==> src/rtl/urs13_pkg.sv <==
// Shared types and constants of the 13-bit uniform rejection sampler.
package urs13_pkg;

	localparam int SAMPLE_BITS = 13;
	localparam int BYTE_W      = 8;
	localparam int BUF_W       = SAMPLE_BITS - 1;
	localparam int WIDE_W      = BUF_W + BYTE_W;
	localparam int HELD_W      = $clog2(SAMPLE_BITS);
	localparam int SUM_W       = $clog2(WIDE_W + 1);
	localparam int MOD_W       = 14;
	localparam int TGT_W       = 9;
	localparam int IDX_W       = 8;
	localparam int CFG_IDX_W   = 4;
	localparam int CFG_DATA_W  = MOD_W;

	localparam logic [CFG_IDX_W-1:0] REG_MODULUS = CFG_IDX_W'(0);
	localparam logic [CFG_IDX_W-1:0] REG_TARGET  = CFG_IDX_W'(1);

	localparam logic [MOD_W-1:0] MODULUS_RESET = MOD_W'(7681);
	localparam logic [TGT_W-1:0] TARGET_RESET  = TGT_W'(256);

	typedef struct packed {
		logic [BYTE_W-1:0] data_byte;
		logic              restart;
	} item_t;

	typedef struct packed {
		logic [SAMPLE_BITS-1:0] coeff;
		logic [IDX_W-1:0]       coeff_index;
		logic                   last;
	} result_t;

	typedef struct packed {
		logic [MOD_W-1:0] modulus;
		logic [TGT_W-1:0] target_count;
	} cfg_t;

endpackage

==> src/rtl/urs13_core.sv <==
// Bit buffer, candidate cut, acceptance test and coefficient count.
module urs13_core import urs13_pkg::*; #(
	parameter int MAX_COEFFS = 256
) (
	input  logic    clk,
	input  logic    arst_n,
	input  logic    advance,
	input  item_t   item,
	input  cfg_t    cfg,
	output logic    res_valid,
	output result_t res
);

	localparam int CW = $clog2(MAX_COEFFS + 1);
	localparam int TW = (CW > TGT_W) ? CW : TGT_W;

	logic [BUF_W-1:0]  buf_q;
	logic [HELD_W-1:0] held_q;
	logic [CW-1:0]     cnt_q;

	logic [BUF_W-1:0]  buf_in;
	logic [HELD_W-1:0] held_in;
	logic [CW-1:0]     cnt_in;
	logic [TW-1:0]     cnt_ext;
	logic [TW-1:0]     cnt_inc;
	logic [TW-1:0]     tgt_ext;
	logic [TW-1:0]     tgt_eff;
	logic              done;
	logic [WIDE_W-1:0] wide;
	logic [SUM_W-1:0]  held_sum;
	logic              take;
	logic [SAMPLE_BITS-1:0] cand;
	logic              keep;
	logic [BUF_W-1:0]  buf_d;
	logic [HELD_W-1:0] held_d;
	logic [CW-1:0]     cnt_d;

	always_comb begin
		// restart clears the state before this item is taken
		buf_in  = item.restart ? '0 : buf_q;
		held_in = item.restart ? '0 : held_q;
		cnt_in  = item.restart ? '0 : cnt_q;

		cnt_ext = TW'(cnt_in);
		cnt_inc = cnt_ext + TW'(1);
		tgt_ext = TW'(cfg.target_count);
		tgt_eff = (tgt_ext > TW'(MAX_COEFFS)) ? TW'(MAX_COEFFS) : tgt_ext;
		done    = cnt_ext >= tgt_eff;

		wide     = WIDE_W'(buf_in) | (WIDE_W'(item.data_byte) << held_in);
		held_sum = SUM_W'(held_in) + SUM_W'(BYTE_W);
		take     = held_sum >= SUM_W'(SAMPLE_BITS);
		cand     = wide[SAMPLE_BITS-1:0];
		keep     = !done && take && ({1'b0, cand} < cfg.modulus);

		if (done) begin
			// polynomial complete: hold the buffer
			buf_d  = buf_in;
			held_d = held_in;
		end else if (take) begin
			buf_d  = BUF_W'(wide[WIDE_W-1:SAMPLE_BITS]);
			held_d = HELD_W'(held_sum - SUM_W'(SAMPLE_BITS));
		end else begin
			buf_d  = wide[BUF_W-1:0];
			held_d = HELD_W'(held_sum);
		end
		cnt_d = keep ? cnt_inc[CW-1:0] : cnt_in;

		res_valid       = keep;
		res.coeff       = cand;
		res.coeff_index = cnt_ext[IDX_W-1:0];
		res.last        = cnt_inc == tgt_eff;
	end

	always_ff @(posedge clk or negedge arst_n) begin
		if (!arst_n) begin
			buf_q  <= '0;
			held_q <= '0;
			cnt_q  <= '0;
		end else if (advance) begin
			buf_q  <= buf_d;
			held_q <= held_d;
			cnt_q  <= cnt_d;
		end
	end

endmodule

==> src/rtl/uniform_13bit_rejection_sampler.sv <==
// Top level of the 13-bit uniform rejection sampler.
//
// Usage:
//  - Byte channel (byte_valid, byte_stall, data_byte, restart): one random
//    byte per item, read LSB first as one continuous bit stream. restart
//    clears the bit buffer and the coefficient count before its byte.
//  - Coefficient channel (coeff_valid, coeff_stall, coeff, coeff_index,
//    last): an item for each 13-bit candidate below the modulus.
//  - Config channel (cfg_valid, cfg_ready, cfg_index, cfg_data): index 0
//    modulus, index 1 target count; other indexes are ignored. Write while
//    idle only.
//  - Throughput: one byte per cycle while coeff_stall is not held. A byte is
//    registered on acceptance, and its coefficient is registered in the output
//    register when that byte advances; the bit buffer update sets the rate.
//  - Once the target count is reached, bytes are taken and dropped until a
//    restart.
//  - Reset clears the buffer and count and loads modulus 7681, target 256.
//  - When coeff_stall is held on a valid output item, the output register holds
//    it, a byte in the input register waits there and byte_stall rises.
module uniform_13bit_rejection_sampler import urs13_pkg::*; #(
	parameter int MAX_COEFFS = 256
) (
	input  logic                   clk,
	input  logic                   arst_n,
	input  logic                   byte_valid,
	output logic                   byte_stall,
	input  logic [BYTE_W-1:0]      data_byte,
	input  logic                   restart,
	output logic                   coeff_valid,
	input  logic                   coeff_stall,
	output logic [SAMPLE_BITS-1:0] coeff,
	output logic [IDX_W-1:0]       coeff_index,
	output logic                   last,
	input  logic                   cfg_valid,
	output logic                   cfg_ready,
	input  logic [CFG_IDX_W-1:0]   cfg_index,
	input  logic [CFG_DATA_W-1:0]  cfg_data
);

	cfg_t    cfg_q;
	logic    valid_s1;
	item_t   item_s1;
	logic    out_valid_q;
	result_t out_q;
	logic    advance;
	logic    res_valid;
	result_t res;

	assign cfg_ready = 1'b1;

	always_ff @(posedge clk or negedge arst_n) begin
		if (!arst_n) begin
			cfg_q.modulus      <= MODULUS_RESET;
			cfg_q.target_count <= TARGET_RESET;
		end else if (cfg_valid && cfg_ready) begin
			case (cfg_index)
				REG_MODULUS: cfg_q.modulus      <= cfg_data[MOD_W-1:0];
				REG_TARGET:  cfg_q.target_count <= cfg_data[TGT_W-1:0];
				default: ;
			endcase
		end
	end

	// advance the held byte whenever the output register can take a result
	assign advance    = valid_s1 && (!out_valid_q || !coeff_stall);
	assign byte_stall = valid_s1 && !advance;

	always_ff @(posedge clk or negedge arst_n) begin
		if (!arst_n) begin
			valid_s1 <= 1'b0;
		end else if (!byte_stall) begin
			valid_s1 <= byte_valid;
		end
	end

	always_ff @(posedge clk) begin
		if (byte_valid && !byte_stall) begin
			item_s1.data_byte <= data_byte;
			item_s1.restart   <= restart;
		end
	end

	urs13_core #(
		.MAX_COEFFS(MAX_COEFFS)
	) u_core (
		.clk      (clk),
		.arst_n   (arst_n),
		.advance  (advance),
		.item     (item_s1),
		.cfg      (cfg_q),
		.res_valid(res_valid),
		.res      (res)
	);

	always_ff @(posedge clk or negedge arst_n) begin
		if (!arst_n) begin
			out_valid_q <= 1'b0;
		end else if (advance) begin
			out_valid_q <= res_valid;
		end else if (!coeff_stall) begin
			out_valid_q <= 1'b0;
		end
	end

	always_ff @(posedge clk) begin
		if (advance && res_valid) begin
			out_q <= res;
		end
	end

	assign coeff_valid = out_valid_q;
	assign coeff       = out_q.coeff;
	assign coeff_index = out_q.coeff_index;
	assign last        = out_q.last;

endmodule
==> config.mk <==
export PLATFORM = sky130hd
export DESIGN_NAME = uniform_13bit_rejection_sampler
export DESIGN_NICKNAME = d
export VERILOG_FILES = /design/src/rtl/urs13_pkg.sv /design/src/rtl/urs13_core.sv /design/src/rtl/uniform_13bit_rejection_sampler.sv
export SDC_FILE = /design/constraint.sdc
export NUM_CORES = 1
export LEC_CHECK = 0
export ABC_AREA = 1
export BUFFER_PORTS_ARGS = -buffer_cell sky130_fd_sc_hd__buf_4
export CAP_MARGIN = 20
export CORE_MARGIN = 1
export CORE_UTILIZATION = 63
export DETAILED_ROUTE_END_ITERATION = 8
export GPL_TIMING_DRIVEN = 0
export HOLD_SLACK_MARGIN = 0.06
export PLACE_DENSITY = 0.93
export SYNTH_ARGS = -nofsm -noshare
export SYNTH_HDL_FRONTEND = slang
export SYNTH_SLANG_ARGS = --single-unit
==> constraint.sdc <==
create_clock -name clk -period 10.6 [get_ports clk]
set_input_delay 1.59 -clock clk [delete_from_list [all_inputs] [get_ports clk]]
set_output_delay 1.59 -clock clk [all_outputs]
set_load 0.005 [all_outputs]
======== Word-level counts from Yosys, hierarchy flattened ========
Index checks and enable logic that the tools add are counted.
cells by class
  bitwise operators ....................... 1
  eq/ne operators ......................... 3
  $mul .................................... 0
  order comparisons ....................... 4
  shift-type cells ........................ 1
  divide/modulo/power cells ............... 0
  reductions and logical operators ........ 15
  multiplexer cells ....................... 11
  $add $sub $neg .......................... 3
operators by type and width
  cell                                                    count
  two-way mux 12 bit                                      3
  two-way mux 9 bit                                       3
  OR 12 x 20 -> 20 bit                                    1
  << shifter 8 x 4 -> 20 bit                              1
  < comparator 13 x 14 -> 1 bit                           1
  two-way mux 4 bit                                       3
  adder 9 x 1 -> 9 bit (second input constant)            1
  == test 9 bit                                           1
  >= comparator 9 bit                                     1
  > comparator 9 bit (second input constant)              1
  logical AND 1 bit                                       6
  adder 4 x 4 -> 5 bit (second input constant)            1
  >= comparator 5 x 4 -> 1 bit (second input constant)    1
  zero test 1 bit                                         5
  == test 4 x 1 -> 1 bit (second input constant)          1
  zero test 4 bit                                         1
  AND reduction 2 bit                                     2
  subtractor 4 bit (second input constant)                1
  two-way mux 1 bit                                       2
  inequality test 2 x 1 -> 1 bit (second input constant)  1
  logical OR 1 bit                                        1
word-level totals
  memories kept ........................... 0
  output and inout port bits .............. 25
  bits in writable memories ............... 0
  register bits after elaboration ......... 81
  bits in read-only memories .............. 0
  word-level logic and storage cells ...... 50
  latch bits .............................. 0

======== Longest topological paths before layout ========
Gate-level depths: netlist (run 1).
  depth in word-level cells ............... 7
  depth in mapped cells ................... 21
  gate-level depth less buffers ........... 20

======== By module ========
Synthesis (run 1) repeated with hierarchy kept, for this count alone.
unflattened totals
  cells, all modules ...................... 588
  area total of the unflattened synthesis .. 4,777.1 um^2
modules (own cells, without submodules)
  module                           instances  area an instance (um^2)  cells an instance  seq. area each (um^2)
  urs13_core                       1          2,717.6                  433                625.6
  uniform_13bit_rejection_sampler  1          2,059.5                  155                1,564.0

======== Worst setup path before layout (run 1) ========
No wires, ideal clock.
  path kind ............................... flip-flop to flip-flop
  from .................................... register item_s1[0] (netlist name)
  to ...................................... register out_q, in the netlist coeff[0], enable pin
  clock period less this slack ............ 3.757 ns
  data arrival time ....................... 3.355 ns
  path buffers ............................ 1
  required time ........................... 10.198 ns
  path slack .............................. 6.843 ns
  stages on the path, launching flop included .. 17
  cells stage by stage .................... edfxtp_1 > inv_2 > nand2_2 > buf_2 > o21ai_0 > nand2_1 > o21ai_0 > nor2_1 > a21oi_1 > nand2_1 > ha_1 > a21o_1 > a21oi_1 > o22ai_1 > nor2_4 > nand2_2 > nor2_1
RTL lines
  what                    line                                    text
  start: declaration      uniform_13bit_rejection_sampler.sv:42   item_t item_s1;
  end signal: assignment  uniform_13bit_rejection_sampler.sv:107  out_q <= res;
  end: declaration        uniform_13bit_rejection_sampler.sv:44   result_t out_q;

==> out/qor.yml, run 1 <==
outcome:
  status: "finished, final reports clean"
timing:
  slew_viol_final: 0
  clock_skew_ns: 0.00928
  whs_ns: 0.491
  finalCritPeriodShare: 0.377
  worstMarginPinSlew_ns: 0.624
  tns_ns: 0
  hold_viol: 0
  maxSlewHeadroom: 0.584
  setup_violations: 0
  period_needed_ns: 3.99
  fmax_mhz: 250
  rsz0062_at_grt: "no"
  setup_slack_ns: 6.61
critical_path:
  regToRegStartpoint: "item_s1[0]$_DFFE_PP_"
  critPathCaptureType: "flop"
  rr_endpoint: "coeff[3]$_DFFE_PP_"
  required_ns: 10.67
  rr_worst_depth: 17
  path_common_cell: "nand2_1"
  critical_path_class: "reg2reg"
  crit_family: "simple AND/OR/NAND/NOR gates"
  max_stage_delay_ns: 0.48
  critPathSlowestCell: "edfxtp_1"
  cp-start-kind: "flop"
  crit_chain: "inv_2, nand2_2, buf_2, o21ai_0, o21ai_0, o21ai_0, nand2_1, nand2_1, ha_1, nand2_1, nor2_1, a211oi_1, nand2_1, nand2_1, nand2_2, nor2_2, buf_16"
  worstPathBufferInverterCount: 3
  critPathMaxFanout: 17
  rrSetupSlack_ns: 6.61
  cp_data_arrival_time_ns: 4.06
cells_and_area:
  fillers: 486
  final_util: 0.769
  fin_area_um2: 5290
  layout.cells.non_filler: 730
  nNetsFinal: 685
  antenna_cells: 0
  area_growth_pct: 16.1
  drive_gt1_frac: 0.150
placed_design:
  io_buffers: 55
  dpl_worst_slack_ns: 6.74
  dp_cells: 714
  gp_congestion: 0.925
  place_area_um2: 5110
  hpwlAfterDp_um: 8200
routing:
  drc: 0
  ant_nets: 0
  via_per_inst: 5.62
  wirelength_um: 11000
  drt_first_pass_iters: 5
  avgRoutedWirePerCell_um: 15.1
  dr.first_iter.drc_count: 376
  via_count: 4099
synth:
  syn_inst: 562
  synth_ff_type: "dfrtp_1"
  yosys_warnings: 0
  ys_ff_latch: 81
  synth-edff-count: 31
  yosysUniqueCellTypes: 39
  avgSynthCellArea_um2: 8.10
  async_flop_share: 0.617
  synth_area_um2: 4550
  syn-num-nets: 618
  synth_seq_area_share: 0.481
global_route:
  track_usage: 0.318
  grt_remaining_overflow: 0
  grt_start_max_net_pins: 51
  grt_pass1_vias: 3907
  antenna_found_initial: 0
  grt_pass1_wl_um: 18100
hold_path:
  hold_depth: 2
  hold_end: "u_core.buf_q[5]$_DFFE_PN0P_"
  hold_path.class: "reg2reg"
  min_from: "u_core.buf_q[5]$_DFFE_PN0P_"
run:
  cap_violations: 0
floorplanning:
  initial_core_util: 0.663
  io-pin-count: 57
  die_area_um2: 7570
  die_w_um: 87
  rows: 30
  core_um2: 6870
  chipHeight_um: 87
clock_tree:
  postCtsSetupBuffers: 0
  clk_latency_ns: 0.36
  cts_resized: 0
  htreeDepth: 3
  cts_tree: "built"
  cts_buffer_depth: 2
  postCtsHoldBufs: 0
  clkTransAtPathRegs_ns: 0.09
  clock_sinks: 81
  numCtsBuffers: 9
  root_buffer: "clkbuf_8"
power:
  powerDensity_nw_per_um2: 227
  finalPower_mw: 1.20
  leakagePower_nw: 2.62
  vdd_drop_max_mv: 0.144
-- registers in the layout, indices dropped and copies added, names as in the netlist --
| register | cells |
|---|---|
| u_core.held_q | 4 |
| coeff_index | 8 |
| last | 1 |
| cfg_q | 23 |
| u_core.cnt_q | 9 |
| coeff | 13 |
| u_core.buf_q | 12 |
| valid_s1 | 1 |
| coeff_valid | 1 |
| item_s1 | 9 |
-- metal layers --
layer  track usage  share of wire  vias to the layer above
li1              -              -                     1963
met1         0.412           0.41                     1871
met2         0.505           0.47                      225
met3        0.0749          0.091                       40
met4         0.148          0.029                        0
met5             0              0                        -
-- logic make-up after synthesis --
group | synth area share
and+or+nand+nor | 0.233
AOI/OAI and AO/OA | 0.114
buffers and inverters | 0.0778
DFF | 0.481
adders and majority gates | 0.0660
xor gates and xnor gates | 0.0250
other | 0.000824
muxes | 0.00220
-- where the power goes --
group | internal (mW) | switching [mW]
registers | 0.418 | 0.0400
logic | 0.192 | 0.348
clock network | 0.0846 | 0.119
total | 0.694 | 0.507
-- worst max-delay path by stage --
| stage | startpoint | to | slack, ns | cells after the start |
|---|---|---|---|---|
| floorplan | item_s1[0]$_DFFE_PP_ | coeff[0]$_DFFE_PP_ | 6.84 | 16 |
| global placement | item_s1[0]$_DFFE_PP_ | coeff_index[3]$_DFFE_PP_ | 5.88 | 16 |
| detailed placement | item_s1[0]$_DFFE_PP_ | coeff_index[4]$_DFFE_PP_ | 6.74 | 17 |
| CTS | item_s1[0]$_DFFE_PP_ | coeff[2]$_DFFE_PP_ | 6.71 | 17 |
| global route | item_s1[0]$_DFFE_PP_ | coeff[3]$_DFFE_PP_ | 6.41 | 17 |
| finish | item_s1[0]$_DFFE_PP_ | coeff[3]$_DFFE_PP_ | 6.61 | 17 |
-- tightest hold or removal path, cell delays in order (launching register included) --
cell,delay (ns)
dfrtp_1,0.35
nand2_1,0.06
nand2_1,0.06
-- cell type report --
type	instances	area, um2	share of cell area
buffer	17	80.1	0.0152
clock buffer	9	124	0.0234
clock inverter	7	46.3	0.00876
sequential	81	2190	0.414
tap	96	120	0.0227
inverter	73	274	0.0518
multi-input combinational	391	2010	0.380
timing repair buffer	56	440	0.0833
-- cell usage after synthesis (2+ instances only) --
| master | instances | area share |
|---|---|---|
| a21oi_1 | 29 | 0.032 |
| buf_1 | 2 | 0.0016 |
| buf_2 | 4 | 0.0044 |
| clkbuf_1 | 9 | 0.0074 |
| dfrtp_1 | 44 | 0.24 |
| dfstp_2 | 6 | 0.035 |
| edfxtp_1 | 31 | 0.20 |
| ha_1 | 24 | 0.066 |
| inv_1 | 69 | 0.057 |
| inv_2 | 4 | 0.0033 |
| nand2_1 | 168 | 0.14 |
| nand2_2 | 3 | 0.0041 |
| nand3_1 | 30 | 0.033 |
| nand3b_1 | 3 | 0.0049 |
| nand4_1 | 5 | 0.0069 |
| nor2_1 | 39 | 0.032 |
| nor3_1 | 5 | 0.0055 |
| o211ai_1 | 2 | 0.0033 |
| o21a_1 | 2 | 0.0033 |
| o21ai_0 | 45 | 0.049 |
| o21ai_1 | 3 | 0.0033 |
| o22ai_1 | 7 | 0.0096 |
| xnor2_1 | 2 | 0.0038 |
| xor2_1 | 11 | 0.021 |
-- cells in the final DEF (no fill, tap or decap), drive strengths merged, types with 5 or more instances in the layout --
cell type  synthesis  final
nand2            171    171
inv               73     74
buf                8     64
o21ai             48     48
dfrtp             44     44
nor2              41     41
edfxtp            31     31
nand3             30     30
a21oi             30     30
ha                24     24
clkbuf             9     18
xor2              11     11
o22ai              7      7
dfstp              6      6
nand4              5      5
nor3               5      5
Note: power is estimated with default switching activity, not from simulation.
==> run 2: changes to the inputs <==
CORE_UTILIZATION = 58   (was 63)
PLACE_DENSITY = 0.87   (was 0.93)
clock period = 3.8 ns   (was 10.6 ns; I/O delays follow)
==> out/qor.yml, run 2 (same netlist as run 1, synthesis figures left out) <==
critical_path:
  crit_family: "simple AND/OR/NAND/NOR gates"
  crit_chain: "buf_2, nor2_1, ha_1, a21oi_1, o21ai_0, nand2_1, nand4_1, nor2_2, inv_2, nor2_4, nand2_2, nor2_4, buf_16"
  critPathMaxFanout: 18  # +1
  critPathCaptureType: "flop"
  max_stage_delay_ns: 0.51  # +0.03 ns
  required_ns: 3.87  # -6.80 ns
  cp_data_arrival_time_ns: 3.62  # -0.44 ns
  critPathSlowestCell: "edfxtp_1"
  critical_path_class: "reg2reg"
  worstPathBufferInverterCount: 3  # unchanged
  cp-start-kind: "flop"
  path_common_cell: "nor2_4"
floorplanning:
  chipHeight_um: 90.6  # +4.1%
  io-pin-count: 57  # unchanged
  rows: 31  # +3.3%
  core_um2: 7410  # +7.9%
  die_w_um: 90.6  # +4.1%
  initial_core_util: 0.614  # -0.0482
  die_area_um2: 8210  # +8.4%
global_route:
  track_usage: 0.282  # -0.0355
  grt_remaining_overflow: 0  # unchanged
  grt_pass1_vias: 3932  # +0.64%
  grt_start_max_net_pins: 51  # unchanged
  antenna_found_initial: 0  # unchanged
  grt_pass1_wl_um: 18100  # +0.12%
cells_and_area:
  final_common_cell: "nand2_1"
  top_register: "cfg_q"
  final_cell_mix: "nand2_1 (167), inv_1 (69), buf_4 (58)"
  nNetsFinal: 687  # +0.29%
  largest_reg_flops: 23  # unchanged
  antenna_cells: 0  # unchanged
  layout.cells.non_filler: 735  # +0.68%
  area_growth_pct: 17.1
  final_util: 0.719  # -0.0501
  drive_gt1_frac: 0.154  # +0.00425
placed_design:
  gp_congestion: 0.892  # -3.6%
  hpwlAfterDp_um: 8380  # +2.2%
  io_buffers: 55  # unchanged
  dp_cells: 717  # +0.42%
  dpl_worst_slack_ns: -0.0950  # -6.84 ns
routing:
  wirelength_um: 11100  # +0.56%
  via_per_inst: 5.52  # -1.6%
  via_count: 4060  # -0.95%
  drt_first_pass_iters: 5  # unchanged
  ant_nets: 0  # unchanged
  drc: 0  # unchanged
  avgRoutedWirePerCell_um: 15.1  # -0.12%
  dr.first_iter.drc_count: 389  # +3.5%
clock_tree:
  htreeDepth: 3  # unchanged
  cts_tree: "built"
  clk_latency_ns: 0.36  # about the same
  clock_sinks: 81  # unchanged
  clkTransAtPathRegs_ns: 0.09  # about the same
  cts_buffer_depth: 2  # unchanged
  postCtsHoldBufs: 0  # unchanged
  root_buffer: "clkbuf_8"
  numCtsBuffers: 9  # unchanged
timing:
  maxSlewHeadroom: 0.590  # +0.00581
  tns_ns: 0  # unchanged
  hold_viol: 0  # unchanged
  clock_skew_ns: 0.0132  # +0.00394 ns
  setup_slack_ns: 0.250  # -6.36 ns
  period_needed_ns: 3.55  # -0.442 ns
  finalCritPeriodShare: 0.934  # +0.558
  slew_viol_final: 0  # unchanged
  setup_violations: 0  # unchanged
  worstMarginPinSlew_ns: 0.616  # -0.00871 ns
  fmax_mhz: 282  # +12%
power:
  finalPower_mw: 3.39  # +180%
  powerDensity_nw_per_um2: 636  # +180%
  leakagePower_nw: 2.64  # +0.87%
  vdd_drop_max_mv: 0.360  # +150%
outcome:
  status: "finished, final reports clean"
run:
  cap_violations: 0  # unchanged
hold_path:
  hold_path.class: "in2async"
## run 2: cell types whose count changed in the layout (fill, tap and decap cells not counted), moves of 2 or more
cell	previous run	this run
buf_4	56	58
clkinv_2	2	0
clkinvlp_4	2	0
inv_8	0	2
## run 2: layout make-up
cell class,instances,area [um2]
Multi-Input combinational cell,391,2020
Clock buffer,9,124
Tap cell,99,124
Inverter,73,277
Timing Repair Buffer,58,455
Clock inverter,7,61.3
Fill cell,567,2080
Sequential cell,81,2190
Buffer,17,80.1
## run 2: path summary, 6_finish.rpt
check | startpoint | end | slack (ns) | cells past startpoint
max | item_s1[0]$_DFFE_PP_ | coeff_index[4]$_DFFE_PP_ | 0.25 | 13
min | arst_n | coeff_valid$_DFFE_PN0P_ | 0.21 | 1
max reg2reg | item_s1[0]$_DFFE_PP_ | coeff_index[4]$_DFFE_PP_ | 0.25 | 13
min reg2reg | u_core.buf_q[5]$_DFFE_PN0P_ | u_core.buf_q[5]$_DFFE_PN0P_ | 0.49 | 2
max in group asynchronous | arst_n | u_core.cnt_q[4]$_DFFE_PN0P_ | 3.16 | 1
min in group clk | data_byte[3] | item_s1[4]$_DFFE_PP_ | 0.38 | 1
## run 2: power by group
group	switching [mW]	internal, mW	leakage (nW)
combinational	0.971	0.546	1.63
clock	0.343	0.251	0.0957
sequential	0.111	1.16	0.918
total	1.43	1.96	2.64
## run 2: per-stage QoR
step,instance area [um2],hold WS [ns]
final,5330,0.211
after global routing,5330,0.250
after floorplan,4550,0.274
after detailed placement,5120,0.466
after CTS,5310,0.231
after global placement,5090,0.463
## run 2: per-layer routing
metal	track usage	vias to the layer above	routed length (um)
met5	0	-	0
met4	0.0995	0	216
met3	0.0606	18	849
met2	0.473	184	5420
met1	0.360	1894	4610
li1	-	1964	-
## run 2: timing repair
item / in CTS / in global routing
endpoints found under the setup margin: 18 / 24
buffers inserted: 0 / 2
pin swaps: 0 / 2
resized for setup: 1 / 2
endpoints found under the hold margin: 0 / 0
